[config.mk]
export PLATFORM = sky130hd
export DESIGN_NAME = png_stored_rgba_encoder_unit
export DESIGN_NICKNAME = d
export VERILOG_FILES = /design/src/sv/pse_pkg.sv /design/src/sv/png_stored_rgba_encoder_unit.sv /design/src/sv/pse_front.sv /design/src/sv/pse_fifo.sv /design/src/sv/pse_back.sv
export SDC_FILE = /design/constraint.sdc
export NUM_CORES = 1
export LEC_CHECK = 0
export BUFFER_PORTS_ARGS = -buffer_cell sky130_fd_sc_hd__buf_4
export CORE_ASPECT_RATIO = 1.1
export CORE_UTILIZATION = 65
export DETAILED_ROUTE_END_ITERATION = 12
export MAX_ROUTING_LAYER = met4
export PLACE_DENSITY = 0.82
export SYNTH_ARGS = -nofsm -noshare
export SYNTH_HDL_FRONTEND = slang
export SYNTH_HIERARCHICAL = 1
export SYNTH_SLANG_ARGS = --single-unit
export TNS_END_PERCENT = 50
[constraint.sdc]
create_clock -name i_clk -period 9.5 [get_ports i_clk]
set_input_delay 2.85 -clock i_clk [delete_from_list [all_inputs] [get_ports i_clk]]
set_output_delay 2.85 -clock i_clk [all_outputs]
set_load 0.05 [all_outputs]
[src/sv/pse_pkg.sv]
// Shared types, constants and helper functions for the PNG stored-RGBA encoder.
package pse_pkg;

    localparam int unsigned MaxWidth   = 4096;
    localparam int unsigned MaxHeight  = 4096;
    localparam int unsigned DimW       = 13;
    localparam int unsigned FiltW      = 27;
    localparam int unsigned IdxW       = 8;
    localparam int unsigned FifoDepth  = 4;

    localparam logic [IdxW-1:0]  CfgWidth   = 8'd0;
    localparam logic [IdxW-1:0]  CfgHeight  = 8'd1;
    localparam logic [31:0]      CrcPoly    = 32'hedb88320;
    localparam logic [16:0]      AdlerMod   = 17'd65521;
    localparam logic [15:0]      BlockMax   = 16'hffff;
    localparam logic [5:0]       HdrLast    = 6'd42;
    localparam logic [5:0]       TrlLast    = 6'd19;
    localparam logic [5:0]       BlkLast    = 6'd4;

    typedef struct packed {
        logic       hdr;
        logic       row_start;
        logic       last;
        logic [7:0] px;
    } t_item;

    function automatic logic [31:0] crc_byte(logic [31:0] c, logic [7:0] b);
        logic [31:0] x;
        x = c ^ {24'd0, b};
        for (int i = 0; i < 8; i++) begin
            x = (x >> 1) ^ (CrcPoly & {32{x[0]}});
        end
        return x;
    endfunction

    function automatic logic [7:0] be_byte(logic [31:0] v, logic [1:0] k);
        logic [7:0] r;
        unique case (k)
            2'd0: r = v[31:24];
            2'd1: r = v[23:16];
            2'd2: r = v[15:8];
            default: r = v[7:0];
        endcase
        return r;
    endfunction

    function automatic logic [DimW-1:0] clamp_dim(logic [DimW-1:0] v, logic [DimW-1:0] mx);
        logic [DimW-1:0] r;
        if (v == '0) begin
            r = DimW'(1);
        end else if (v > mx) begin
            r = mx;
        end else begin
            r = v;
        end
        return r;
    endfunction

endpackage

[src/sv/png_stored_rgba_encoder_unit.sv]
// Top level of the PNG stored-RGBA encoder: config registers, front, queue, back.
//
//  channel   handshake                     payload
//  config    i_cfg_valid / o_cfg_ready     i_cfg_index, i_cfg_data
//  pixels    i_valid / o_ready             i_pixel_byte
//  file      o_valid / i_ready             o_out_byte, o_run_last, o_file_last
//
// One output byte per cycle while the back end holds an item and the sink is ready;
// a frame adds 43 header bytes, 5 per stored block, 1 filter byte per row and 20
// trailer bytes to its pixel bytes. A 4-entry queue decouples input from output stalls.
// Sync active-low reset; writing width or height clears the frame in progress.
module png_stored_rgba_encoder_unit (
    input  logic                     i_clk,
    input  logic                     i_rst_n,
    input  logic                     i_cfg_valid,
    output logic                     o_cfg_ready,
    input  logic [pse_pkg::IdxW-1:0] i_cfg_index,
    input  logic [pse_pkg::DimW-1:0] i_cfg_data,
    input  logic                     i_valid,
    output logic                     o_ready,
    input  logic [7:0]               i_pixel_byte,
    output logic                     o_valid,
    input  logic                     i_ready,
    output logic [7:0]               o_out_byte,
    output logic                     o_run_last,
    output logic                     o_file_last
);
    logic [pse_pkg::DimW-1:0]  r_width, r_height;
    logic [pse_pkg::DimW-1:0]  w_eff, h_eff;
    logic [pse_pkg::FiltW-1:0] r_filtered;
    logic                      clr, full, push, pop, q_valid;
    pse_pkg::t_item            f_item, q_item;

    assign o_cfg_ready = 1'b1;
    assign clr = i_cfg_valid && (i_cfg_index == pse_pkg::CfgWidth ||
                                 i_cfg_index == pse_pkg::CfgHeight);
    assign w_eff = pse_pkg::clamp_dim(r_width, pse_pkg::DimW'(pse_pkg::MaxWidth));
    assign h_eff = pse_pkg::clamp_dim(r_height, pse_pkg::DimW'(pse_pkg::MaxHeight));

    always_ff @(posedge i_clk) begin
        r_filtered <= ({12'd0, w_eff, 2'b00} + pse_pkg::FiltW'(1)) * {14'd0, h_eff};
        if (!i_rst_n) begin
            r_width  <= pse_pkg::DimW'(1);
            r_height <= pse_pkg::DimW'(1);
        end else if (i_cfg_valid) begin
            if (i_cfg_index == pse_pkg::CfgWidth) begin
                r_width <= i_cfg_data;
            end else if (i_cfg_index == pse_pkg::CfgHeight) begin
                r_height <= i_cfg_data;
            end
        end
    end

    pse_front u_front (
        .i_clk        (i_clk),
        .i_rst_n      (i_rst_n),
        .i_clr        (clr),
        .i_w          (w_eff),
        .i_h          (h_eff),
        .i_valid      (i_valid),
        .o_ready      (o_ready),
        .i_pixel_byte (i_pixel_byte),
        .i_full       (full),
        .o_push       (push),
        .o_item       (f_item)
    );

    pse_fifo u_fifo (
        .i_clk   (i_clk),
        .i_rst_n (i_rst_n),
        .i_clr   (clr),
        .i_push  (push),
        .i_item  (f_item),
        .o_full  (full),
        .i_pop   (pop),
        .o_valid (q_valid),
        .o_item  (q_item)
    );

    pse_back u_back (
        .i_clk       (i_clk),
        .i_rst_n     (i_rst_n),
        .i_clr       (clr),
        .i_w         (w_eff),
        .i_h         (h_eff),
        .i_filtered  (r_filtered),
        .i_q_valid   (q_valid),
        .i_q_item    (q_item),
        .o_pop       (pop),
        .o_valid     (o_valid),
        .i_ready     (i_ready),
        .o_out_byte  (o_out_byte),
        .o_run_last  (o_run_last),
        .o_file_last (o_file_last)
    );
endmodule

[src/sv/pse_front.sv]
// Front end: accepts pixel beats and tags header, row start and frame end.
module pse_front (
    input  logic                     i_clk,
    input  logic                     i_rst_n,
    input  logic                     i_clr,
    input  logic [pse_pkg::DimW-1:0] i_w,
    input  logic [pse_pkg::DimW-1:0] i_h,
    input  logic                     i_valid,
    output logic                     o_ready,
    input  logic [7:0]               i_pixel_byte,
    input  logic                     i_full,
    output logic                     o_push,
    output pse_pkg::t_item           o_item
);
    logic [13:0]               r_rbp, n_rbp;
    logic [pse_pkg::DimW-1:0]  r_rp, n_rp;
    logic                      r_hdr_done, n_hdr_done;
    logic [14:0]               w4;
    logic [14:0]               rbp_inc;
    logic [pse_pkg::DimW-1:0]  rp_inc;
    logic                      row_end;

    assign o_ready = !i_full;
    assign o_push  = i_valid && !i_full;
    assign w4      = {i_w, 2'b00};
    assign rbp_inc = {1'b0, r_rbp} + 15'd1;
    assign rp_inc  = r_rp + pse_pkg::DimW'(1);
    assign row_end = (rbp_inc == w4);

    always_comb begin
        o_item.hdr       = !r_hdr_done;
        o_item.row_start = (r_rbp == '0);
        o_item.last      = row_end && (rp_inc == i_h);
        o_item.px        = i_pixel_byte;
        n_rbp      = r_rbp;
        n_rp       = r_rp;
        n_hdr_done = r_hdr_done;
        if (o_push) begin
            n_hdr_done = 1'b1;
            if (row_end) begin
                n_rbp = '0;
                if (o_item.last) begin
                    n_rp       = '0;
                    n_hdr_done = 1'b0;
                end else begin
                    n_rp = rp_inc;
                end
            end else begin
                n_rbp = rbp_inc[13:0];
            end
        end
    end

    always_ff @(posedge i_clk) begin
        if (!i_rst_n || i_clr) begin
            r_rbp      <= '0;
            r_rp       <= '0;
            r_hdr_done <= 1'b0;
        end else begin
            r_rbp      <= n_rbp;
            r_rp       <= n_rp;
            r_hdr_done <= n_hdr_done;
        end
    end
endmodule

[src/sv/pse_fifo.sv]
// Small queue of tagged items between front and back end.
module pse_fifo (
    input  logic           i_clk,
    input  logic           i_rst_n,
    input  logic           i_clr,
    input  logic           i_push,
    input  pse_pkg::t_item i_item,
    output logic           o_full,
    input  logic           i_pop,
    output logic           o_valid,
    output pse_pkg::t_item o_item
);
    localparam int unsigned AW = $clog2(pse_pkg::FifoDepth);

    pse_pkg::t_item r_mem [pse_pkg::FifoDepth];
    logic [AW-1:0]  r_wp, r_rp;
    logic [AW:0]    r_cnt;

    assign o_full  = (r_cnt == (AW+1)'(pse_pkg::FifoDepth));
    assign o_valid = (r_cnt != '0);
    assign o_item  = r_mem[r_rp];

    always_ff @(posedge i_clk) begin
        if (i_push) begin
            r_mem[r_wp] <= i_item;
        end
        if (!i_rst_n || i_clr) begin
            r_wp  <= '0;
            r_rp  <= '0;
            r_cnt <= '0;
        end else begin
            if (i_push) begin
                r_wp <= r_wp + AW'(1);
            end
            if (i_pop) begin
                r_rp <= r_rp + AW'(1);
            end
            r_cnt <= r_cnt + (AW+1)'(i_push) - (AW+1)'(i_pop);
        end
    end
endmodule

[src/sv/pse_back.sv]
// Back end: byte sequencer for header, stored blocks, data, trailer, CRC and Adler-32.
module pse_back (
    input  logic                      i_clk,
    input  logic                      i_rst_n,
    input  logic                      i_clr,
    input  logic [pse_pkg::DimW-1:0]  i_w,
    input  logic [pse_pkg::DimW-1:0]  i_h,
    input  logic [pse_pkg::FiltW-1:0] i_filtered,
    input  logic                      i_q_valid,
    input  pse_pkg::t_item            i_q_item,
    output logic                      o_pop,
    output logic                      o_valid,
    input  logic                      i_ready,
    output logic [7:0]                o_out_byte,
    output logic                      o_run_last,
    output logic                      o_file_last
);
    typedef enum logic [1:0] {S_HDR, S_Z, S_TRL} t_state;

    t_state                    r_state, n_state;
    logic                      r_act, n_act;
    logic [5:0]                r_cnt, n_cnt;
    logic                      r_need_filt, n_need_filt;
    pse_pkg::t_item            r_item, n_item;
    logic [31:0]               r_crc, n_crc;
    logic [15:0]               r_alo, n_alo, r_ahi, n_ahi;
    logic [15:0]               r_blk, n_blk;
    logic [pse_pkg::FiltW-1:0] r_strm, n_strm;
    logic                      r_ov;
    logic [7:0]                r_ob;
    logic                      r_rl, r_fl;

    logic                      adv, fin, fend, crc_on, crc_ff, take;
    logic [7:0]                ob, zd;
    logic [1:0]                k3;
    logic [10:0]               bq;
    logic [16:0]               br;
    logic [11:0]               blocks;
    logic [31:0]               idat;
    logic [15:0]               bcnt;
    logic                      bfinal;
    logic [16:0]               a1, a2;
    logic [15:0]               alo1;

    assign adv = r_act && (!r_ov || i_ready);
    assign k3  = 2'(r_cnt + 6'd3);
    assign zd  = r_need_filt ? 8'd0 : r_item.px;

    always_comb begin
        bq     = i_filtered[26:16];
        br     = {1'b0, i_filtered[15:0]} + {6'd0, bq};
        blocks = {1'b0, bq} + ((br == '0) ? 12'd0 : (br > 17'hffff) ? 12'd2 : 12'd1);
        idat   = 32'(i_filtered) + {18'd0, blocks, 2'b00} + {20'd0, blocks} + 32'd6;
        if (r_strm > pse_pkg::FiltW'(pse_pkg::BlockMax)) begin
            bcnt   = pse_pkg::BlockMax;
            bfinal = 1'b0;
        end else begin
            bcnt   = r_strm[15:0];
            bfinal = 1'b1;
        end
        a1   = {1'b0, r_alo} + {9'd0, zd};
        alo1 = (a1 >= pse_pkg::AdlerMod) ? 16'(a1 - pse_pkg::AdlerMod) : a1[15:0];
        a2   = {1'b0, r_ahi} + {1'b0, alo1};
    end

    always_comb begin
        n_state     = r_state;
        n_act       = r_act;
        n_cnt       = r_cnt;
        n_need_filt = r_need_filt;
        n_item      = r_item;
        n_alo       = r_alo;
        n_ahi       = r_ahi;
        n_blk       = r_blk;
        n_strm      = r_strm;
        fin         = 1'b0;
        fend        = 1'b0;
        crc_on      = 1'b0;
        crc_ff      = 1'b0;
        ob          = 8'd0;
        unique case (r_state)
            S_HDR: begin
                unique case (r_cnt) inside
                    [6'd0:6'd7]: begin
                        unique case (r_cnt[2:0])
                            3'd0: ob = 8'h89;
                            3'd1: ob = 8'h50;
                            3'd2: ob = 8'h4e;
                            3'd3: ob = 8'h47;
                            3'd4: ob = 8'h0d;
                            3'd5: ob = 8'h0a;
                            3'd6: ob = 8'h1a;
                            default: ob = 8'h0a;
                        endcase
                    end
                    [6'd8:6'd10]: ob = 8'd0;
                    6'd11: ob = 8'd13;
                    [6'd12:6'd15]: begin
                        crc_on = 1'b1;
                        crc_ff = (r_cnt == 6'd12);
                        ob = pse_pkg::be_byte(32'h49484452, r_cnt[1:0]);
                    end
                    [6'd16:6'd19]: begin
                        crc_on = 1'b1;
                        ob = pse_pkg::be_byte(32'(i_w), r_cnt[1:0]);
                    end
                    [6'd20:6'd23]: begin
                        crc_on = 1'b1;
                        ob = pse_pkg::be_byte(32'(i_h), r_cnt[1:0]);
                    end
                    6'd24: begin
                        crc_on = 1'b1;
                        ob = 8'd8;
                    end
                    6'd25: begin
                        crc_on = 1'b1;
                        ob = 8'd6;
                    end
                    [6'd26:6'd28]: crc_on = 1'b1;
                    [6'd29:6'd32]: ob = pse_pkg::be_byte(~r_crc, k3);
                    [6'd33:6'd36]: ob = pse_pkg::be_byte(idat, k3);
                    [6'd37:6'd40]: begin
                        crc_on = 1'b1;
                        crc_ff = (r_cnt == 6'd37);
                        ob = pse_pkg::be_byte(32'h49444154, k3);
                    end
                    6'd41: begin
                        crc_on = 1'b1;
                        ob = 8'h78;
                    end
                    default: begin
                        crc_on = 1'b1;
                        ob = 8'h01;
                    end
                endcase
                if (adv) begin
                    if (r_cnt == '0) begin
                        n_alo  = 16'd1;
                        n_ahi  = 16'd0;
                        n_blk  = 16'd0;
                        n_strm = i_filtered;
                    end
                    if (r_cnt == pse_pkg::HdrLast) begin
                        n_state = S_Z;
                        n_cnt   = '0;
                    end else begin
                        n_cnt = r_cnt + 6'd1;
                    end
                end
            end
            S_Z: begin
                crc_on = 1'b1;
                if (r_blk == '0) begin
                    unique case (r_cnt[2:0])
                        3'd0: ob = {7'd0, bfinal};
                        3'd1: ob = bcnt[7:0];
                        3'd2: ob = bcnt[15:8];
                        3'd3: ob = ~bcnt[7:0];
                        default: ob = ~bcnt[15:8];
                    endcase
                    if (adv) begin
                        if (r_cnt == pse_pkg::BlkLast) begin
                            n_cnt = '0;
                            n_blk = bcnt;
                        end else begin
                            n_cnt = r_cnt + 6'd1;
                        end
                    end
                end else begin
                    ob = zd;
                    if (adv) begin
                        n_alo  = alo1;
                        n_ahi  = (a2 >= pse_pkg::AdlerMod) ? 16'(a2 - pse_pkg::AdlerMod)
                                                           : a2[15:0];
                        n_blk  = r_blk - 16'd1;
                        n_strm = r_strm - pse_pkg::FiltW'(1);
                        if (r_need_filt) begin
                            n_need_filt = 1'b0;
                        end else if (r_item.last) begin
                            n_state = S_TRL;
                            n_cnt   = '0;
                        end else begin
                            fin = 1'b1;
                        end
                    end
                end
            end
            default: begin
                unique case (r_cnt) inside
                    [6'd0:6'd3]: begin
                        crc_on = 1'b1;
                        ob = pse_pkg::be_byte({r_ahi, r_alo}, r_cnt[1:0]);
                    end
                    [6'd4:6'd7], [6'd16:6'd19]: ob = pse_pkg::be_byte(~r_crc, r_cnt[1:0]);
                    [6'd12:6'd15]: begin
                        crc_on = 1'b1;
                        crc_ff = (r_cnt == 6'd12);
                        ob = pse_pkg::be_byte(32'h49454e44, r_cnt[1:0]);
                    end
                    default: ob = 8'd0;
                endcase
                if (adv) begin
                    if (r_cnt == pse_pkg::TrlLast) begin
                        fin  = 1'b1;
                        fend = 1'b1;
                    end else begin
                        n_cnt = r_cnt + 6'd1;
                    end
                end
            end
        endcase

        n_crc = r_crc;
        if (adv && crc_on) begin
            n_crc = pse_pkg::crc_byte(crc_ff ? 32'hffffffff : r_crc, ob);
        end

        take = i_q_valid && (!r_act || fin);
        if (fin) begin
            n_act = 1'b0;
        end
        if (take) begin
            n_act       = 1'b1;
            n_item      = i_q_item;
            n_state     = i_q_item.hdr ? S_HDR : S_Z;
            n_cnt       = '0;
            n_need_filt = i_q_item.row_start;
        end
    end

    assign o_pop       = take;
    assign o_valid     = r_ov;
    assign o_out_byte  = r_ob;
    assign o_run_last  = r_rl;
    assign o_file_last = r_fl;

    always_ff @(posedge i_clk) begin
        r_item      <= n_item;
        r_cnt       <= n_cnt;
        r_need_filt <= n_need_filt;
        if (adv) begin
            r_ob <= ob;
            r_rl <= fin;
            r_fl <= fend;
        end
        if (!i_rst_n || i_clr) begin
            r_state <= S_HDR;
            r_act   <= 1'b0;
            r_ov    <= 1'b0;
            r_crc   <= 32'hffffffff;
            r_alo   <= 16'd1;
            r_ahi   <= 16'd0;
            r_blk   <= '0;
            r_strm  <= '0;
        end else begin
            r_state <= n_state;
            r_act   <= n_act;
            r_crc   <= n_crc;
            r_alo   <= n_alo;
            r_ahi   <= n_ahi;
            r_blk   <= n_blk;
            r_strm  <= n_strm;
            if (adv) begin
                r_ov <= 1'b1;
            end else if (i_ready) begin
                r_ov <= 1'b0;
            end
        end
    end
endmodule
==> flow_summary_export.csv <==
group,metric,value,unit
run_status,outcome,"completed",
clocking,cts_sinks,271,
critical_path,startpoint_type,"flip-flop",
cells_and_area,post_route_cells_drive_above_1_share,7.23,%
power,total_power,5690,uW
sta,worstMarginPinSlew,1.14,ns
sta,post-route-period-util,94.4,%
grt,grt_pass1_wl,128000,um
critical_path,path_common_cell,"a21oi_1",
clocking,hold_buffers,0,
sta,setup_viol,0,
die,die-area,0.0424,mm^2
grt,antenna_found_initial,1,
detailed_routing,drt_iter0_drc,2781,
logic_synthesis,ys_top_cells_by_area,"dfxtp_1 (15%), fa_1 (11%), ha_1 (7.3%)",
logic_synthesis,ys_warn_count,6,
logic_synthesis,synth_area_per_cell,8.09,um^2
clocking,clkLatencyLatePin,0.61,ns
logic_synthesis,synthDistinctLibCells,120,
place,placed_cells,3778,
place,place.gp.congestion,1.03,
sta,slew_violations,0,
clocking,clockBufferDepth,3,
detailed_routing,vias,25300,
grt,grt_max_degree,62,
logic_synthesis,netlist_area,0.0270,mm^2
logic_synthesis,netlist.area_leader.share,15.3,%
detailed_routing,drtPass1Iterations,6,
die,core_area,0.0412,mm^2
critical_path,crit_path_max_incr_delay,0.49,ns
detailed_routing,ant_nets,0,
logic_synthesis,synth_edf_count,64,
critical_path,crit_fanout,11,
logic_synthesis,yosysSeqAreaShare,22.4,%
power,peakVddDrop,0.159,mV
die,fp.dieH,216,um
logic_synthesis,yosysTopAreaCell,"dfxtp_1",
logic_synthesis,synth_cells,3342,
job,cap_violations,0,
place,io_buffer_count,45,
logic_synthesis,ys_ff_latch,271,
clocking,cts_tree,"built",
die,dieWidth,197,um
logic_synthesis,synth_ff_type,"dfxtp_1",
grt,grt_usage,38.8,%
grt,grt_pass1_vias,24400,
critical_path,arrival,9.43,ns
critical_path,slowest_stage,"a221oi_4",
clocking,path_clk_slew,0.07,ns
power,powerDensity,198,mW/mm^2
sta,fmax,0.112,GHz
cells_and_area,syn2layout_area_growth,6.00,%
clocking,ctsRootBufferMaster,"clkbuf_16",
detailed_routing,routed_wl,80900,um
clocking,numCtsBuffers,31,
sta,post-route-min-period,8.97,ns
sta,fin_skew,0.0352,ns
clocking,htreeDepth,1,
cells_and_area,finalNetCount,3589,
logic_synthesis,synth_commonest_cells,"nand2_1 (345), nor2_1 (315), inv_1 (287), dfxtp_1 (207), ha_1 (158)",
power,power.leakage,0.0122,uW
grt,grt_remaining_overflow,0,
critical_path,crit_required,9.97,ns
logic_synthesis,async_reset_ff_share,0,%
detailed_routing,wire_per_inst,21.1,um
sta,max-slew-margin-rel,21.9,%
sta,finalHoldViolations,0,
critical_path,end_kind,"flip-flop",
die,start_util,65.7,%
die,io_pins,47,
critical_path,path_class,"flip-flop to flip-flop",
logic_synthesis,yosysMostFrequentCell,"nand2_1",
cells_and_area,fin_cells,3840,
detailed_routing,vias_per_cell,6.58,
worst_hold_path,hp-class,"flip-flop to flip-flop",
die,fp-row-count,78,
detailed_routing,route.detailed.drc,0,
place,hpwlAfterDp,60300,um
logic_synthesis,syn_nets,3676,
[sequential cells by signal (all words and copies together) (netlist names), 2 cells and up, named ones only]
signal             flops
r_filtered            27
r_height              13
r_width               13
u_back/o_out_byte      8
u_back/r_ahi          16
u_back/r_alo          16
u_back/r_blk          16
u_back/r_cnt           6
u_back/r_crc          32
u_back/r_item          9
u_back/r_state         2
u_back/r_strm         27
u_fifo/r_cnt           3
u_fifo/r_mem          44
u_fifo/r_rp            2
u_fifo/r_wp            2
u_front/r_rbp         14
u_front/r_rp          13
[power breakdown]
part	internal [uW]	leakage (uW)	switching (uW)	total, uW
Combinational	1080	0.00940	1830	2910
Sequential	1350	0.00227	169	1520
Clock	736	0.000523	525	1260
[worst max-delay path: cells and delay by family (launching register included)]
kind	cells	cell delay, ns
flops	1	0.33
xor+xnor	5	1.11
buf+inv	5	0.66
mux	1	0.15
fa+ha+maj	4	1.37
simple gates	9	1.59
compound gates	17	3.63
[kinds of logic (layout without fill, tap and decap cells)]
family,after synthesis,after routing,share of synthesized area (%)
AO/OA/AOI/OAI,757,757,19.3
multiplexers,64,64,2.90
other,1,2,0.0139
flip-flops,271,271,22.4
buffers and inverters,499,436,7.44
adder cells (fa/ha/maj),300,300,17.8
XOR/XNOR,215,215,7.45
AND/OR/NAND/NOR,1235,1235,22.6
[placed cells by master, fill, tap and decap left out, types with 29 or more instances in the layout]
cell       Yosys  routed
a21o_1        55      55
o211ai_1      43      43
xor2_1        75      75
nand2b_1      60      59
edfxtp_1      64      64
nor3_1        91      90
o21ai_0      150     149
a22oi_1       29      29
nand3_1       74      73
nand4_1       38      38
inv_1        287     287
nor2_1       315     315
buf_4         12      78
a21oi_1      151     151
a211oi_1      36      36
mux2i_1       52      52
a31oi_1       29      29
dfxtp_1      207     207
fa_1         142     142
nand2_1      345     345
nor4_1        44      44
nor2b_1       63      60
clkbuf_16      0      31
ha_1         158     158
xnor2_1      128     123
and2_1        34      34
and3_1        37      37
[timing repair]
item | CTS | global route
gates resized for setup | 0 | 16
setup endpoints to repair | 0 | 26
setup buffers | 0 | 4
[metal layers]
metal	routed length [um]	GRT usage [%]	part of all wire, %
met1	31700	48.8	39
met4	3620	16.3	4.5
met5	0	-	0
met3	7560	5.81	9.3
met2	38000	62.3	47
[per-stage QoR]
step,util [%],area (um^2),setup TNS [ns],setup slack (ns),hold WS [ns]
4_1_cts,69.3,28500,0,0.352,0.483
5_1_grt,69.6,28700,-0.103,-0.0554,0.506
3_3_place_gp,66.6,27400,0,0.735,0.459
2_1_floorplan,-,27000,0,1.26,0.435
3_5_place_dp,66.6,27400,0,0.377,0.475
6_report,69.6,28700,0,0.533,0.493
[cell type report]
cell class	count	area, um^2
diodes	1	2.50
multi-input cells	2572	19100
clock buffers	37	818
fillers	3316	12500
clock inverters	20	263
flip-flops and latches	271	6070
repair buffers	79	606
inverters	300	1130
well taps	560	701
[worst paths after layout]
path	end	cells after the start	slack [ns]	start
max	u_back/r_crc[22]$_SDFFE_PP1P_	41	0.53	r_filtered[17]$_DFF_P_
min	u_back/r_strm[25]$_SDFFE_PP0P_	2	0.49	u_back/r_strm[25]$_SDFFE_PP0P_
max reg2reg	u_back/r_crc[22]$_SDFFE_PP1P_	41	0.53	r_filtered[17]$_DFF_P_
min reg2reg	u_back/r_strm[25]$_SDFFE_PP0P_	2	0.49	u_back/r_strm[25]$_SDFFE_PP0P_
Power figures use the tool's default switching activity.
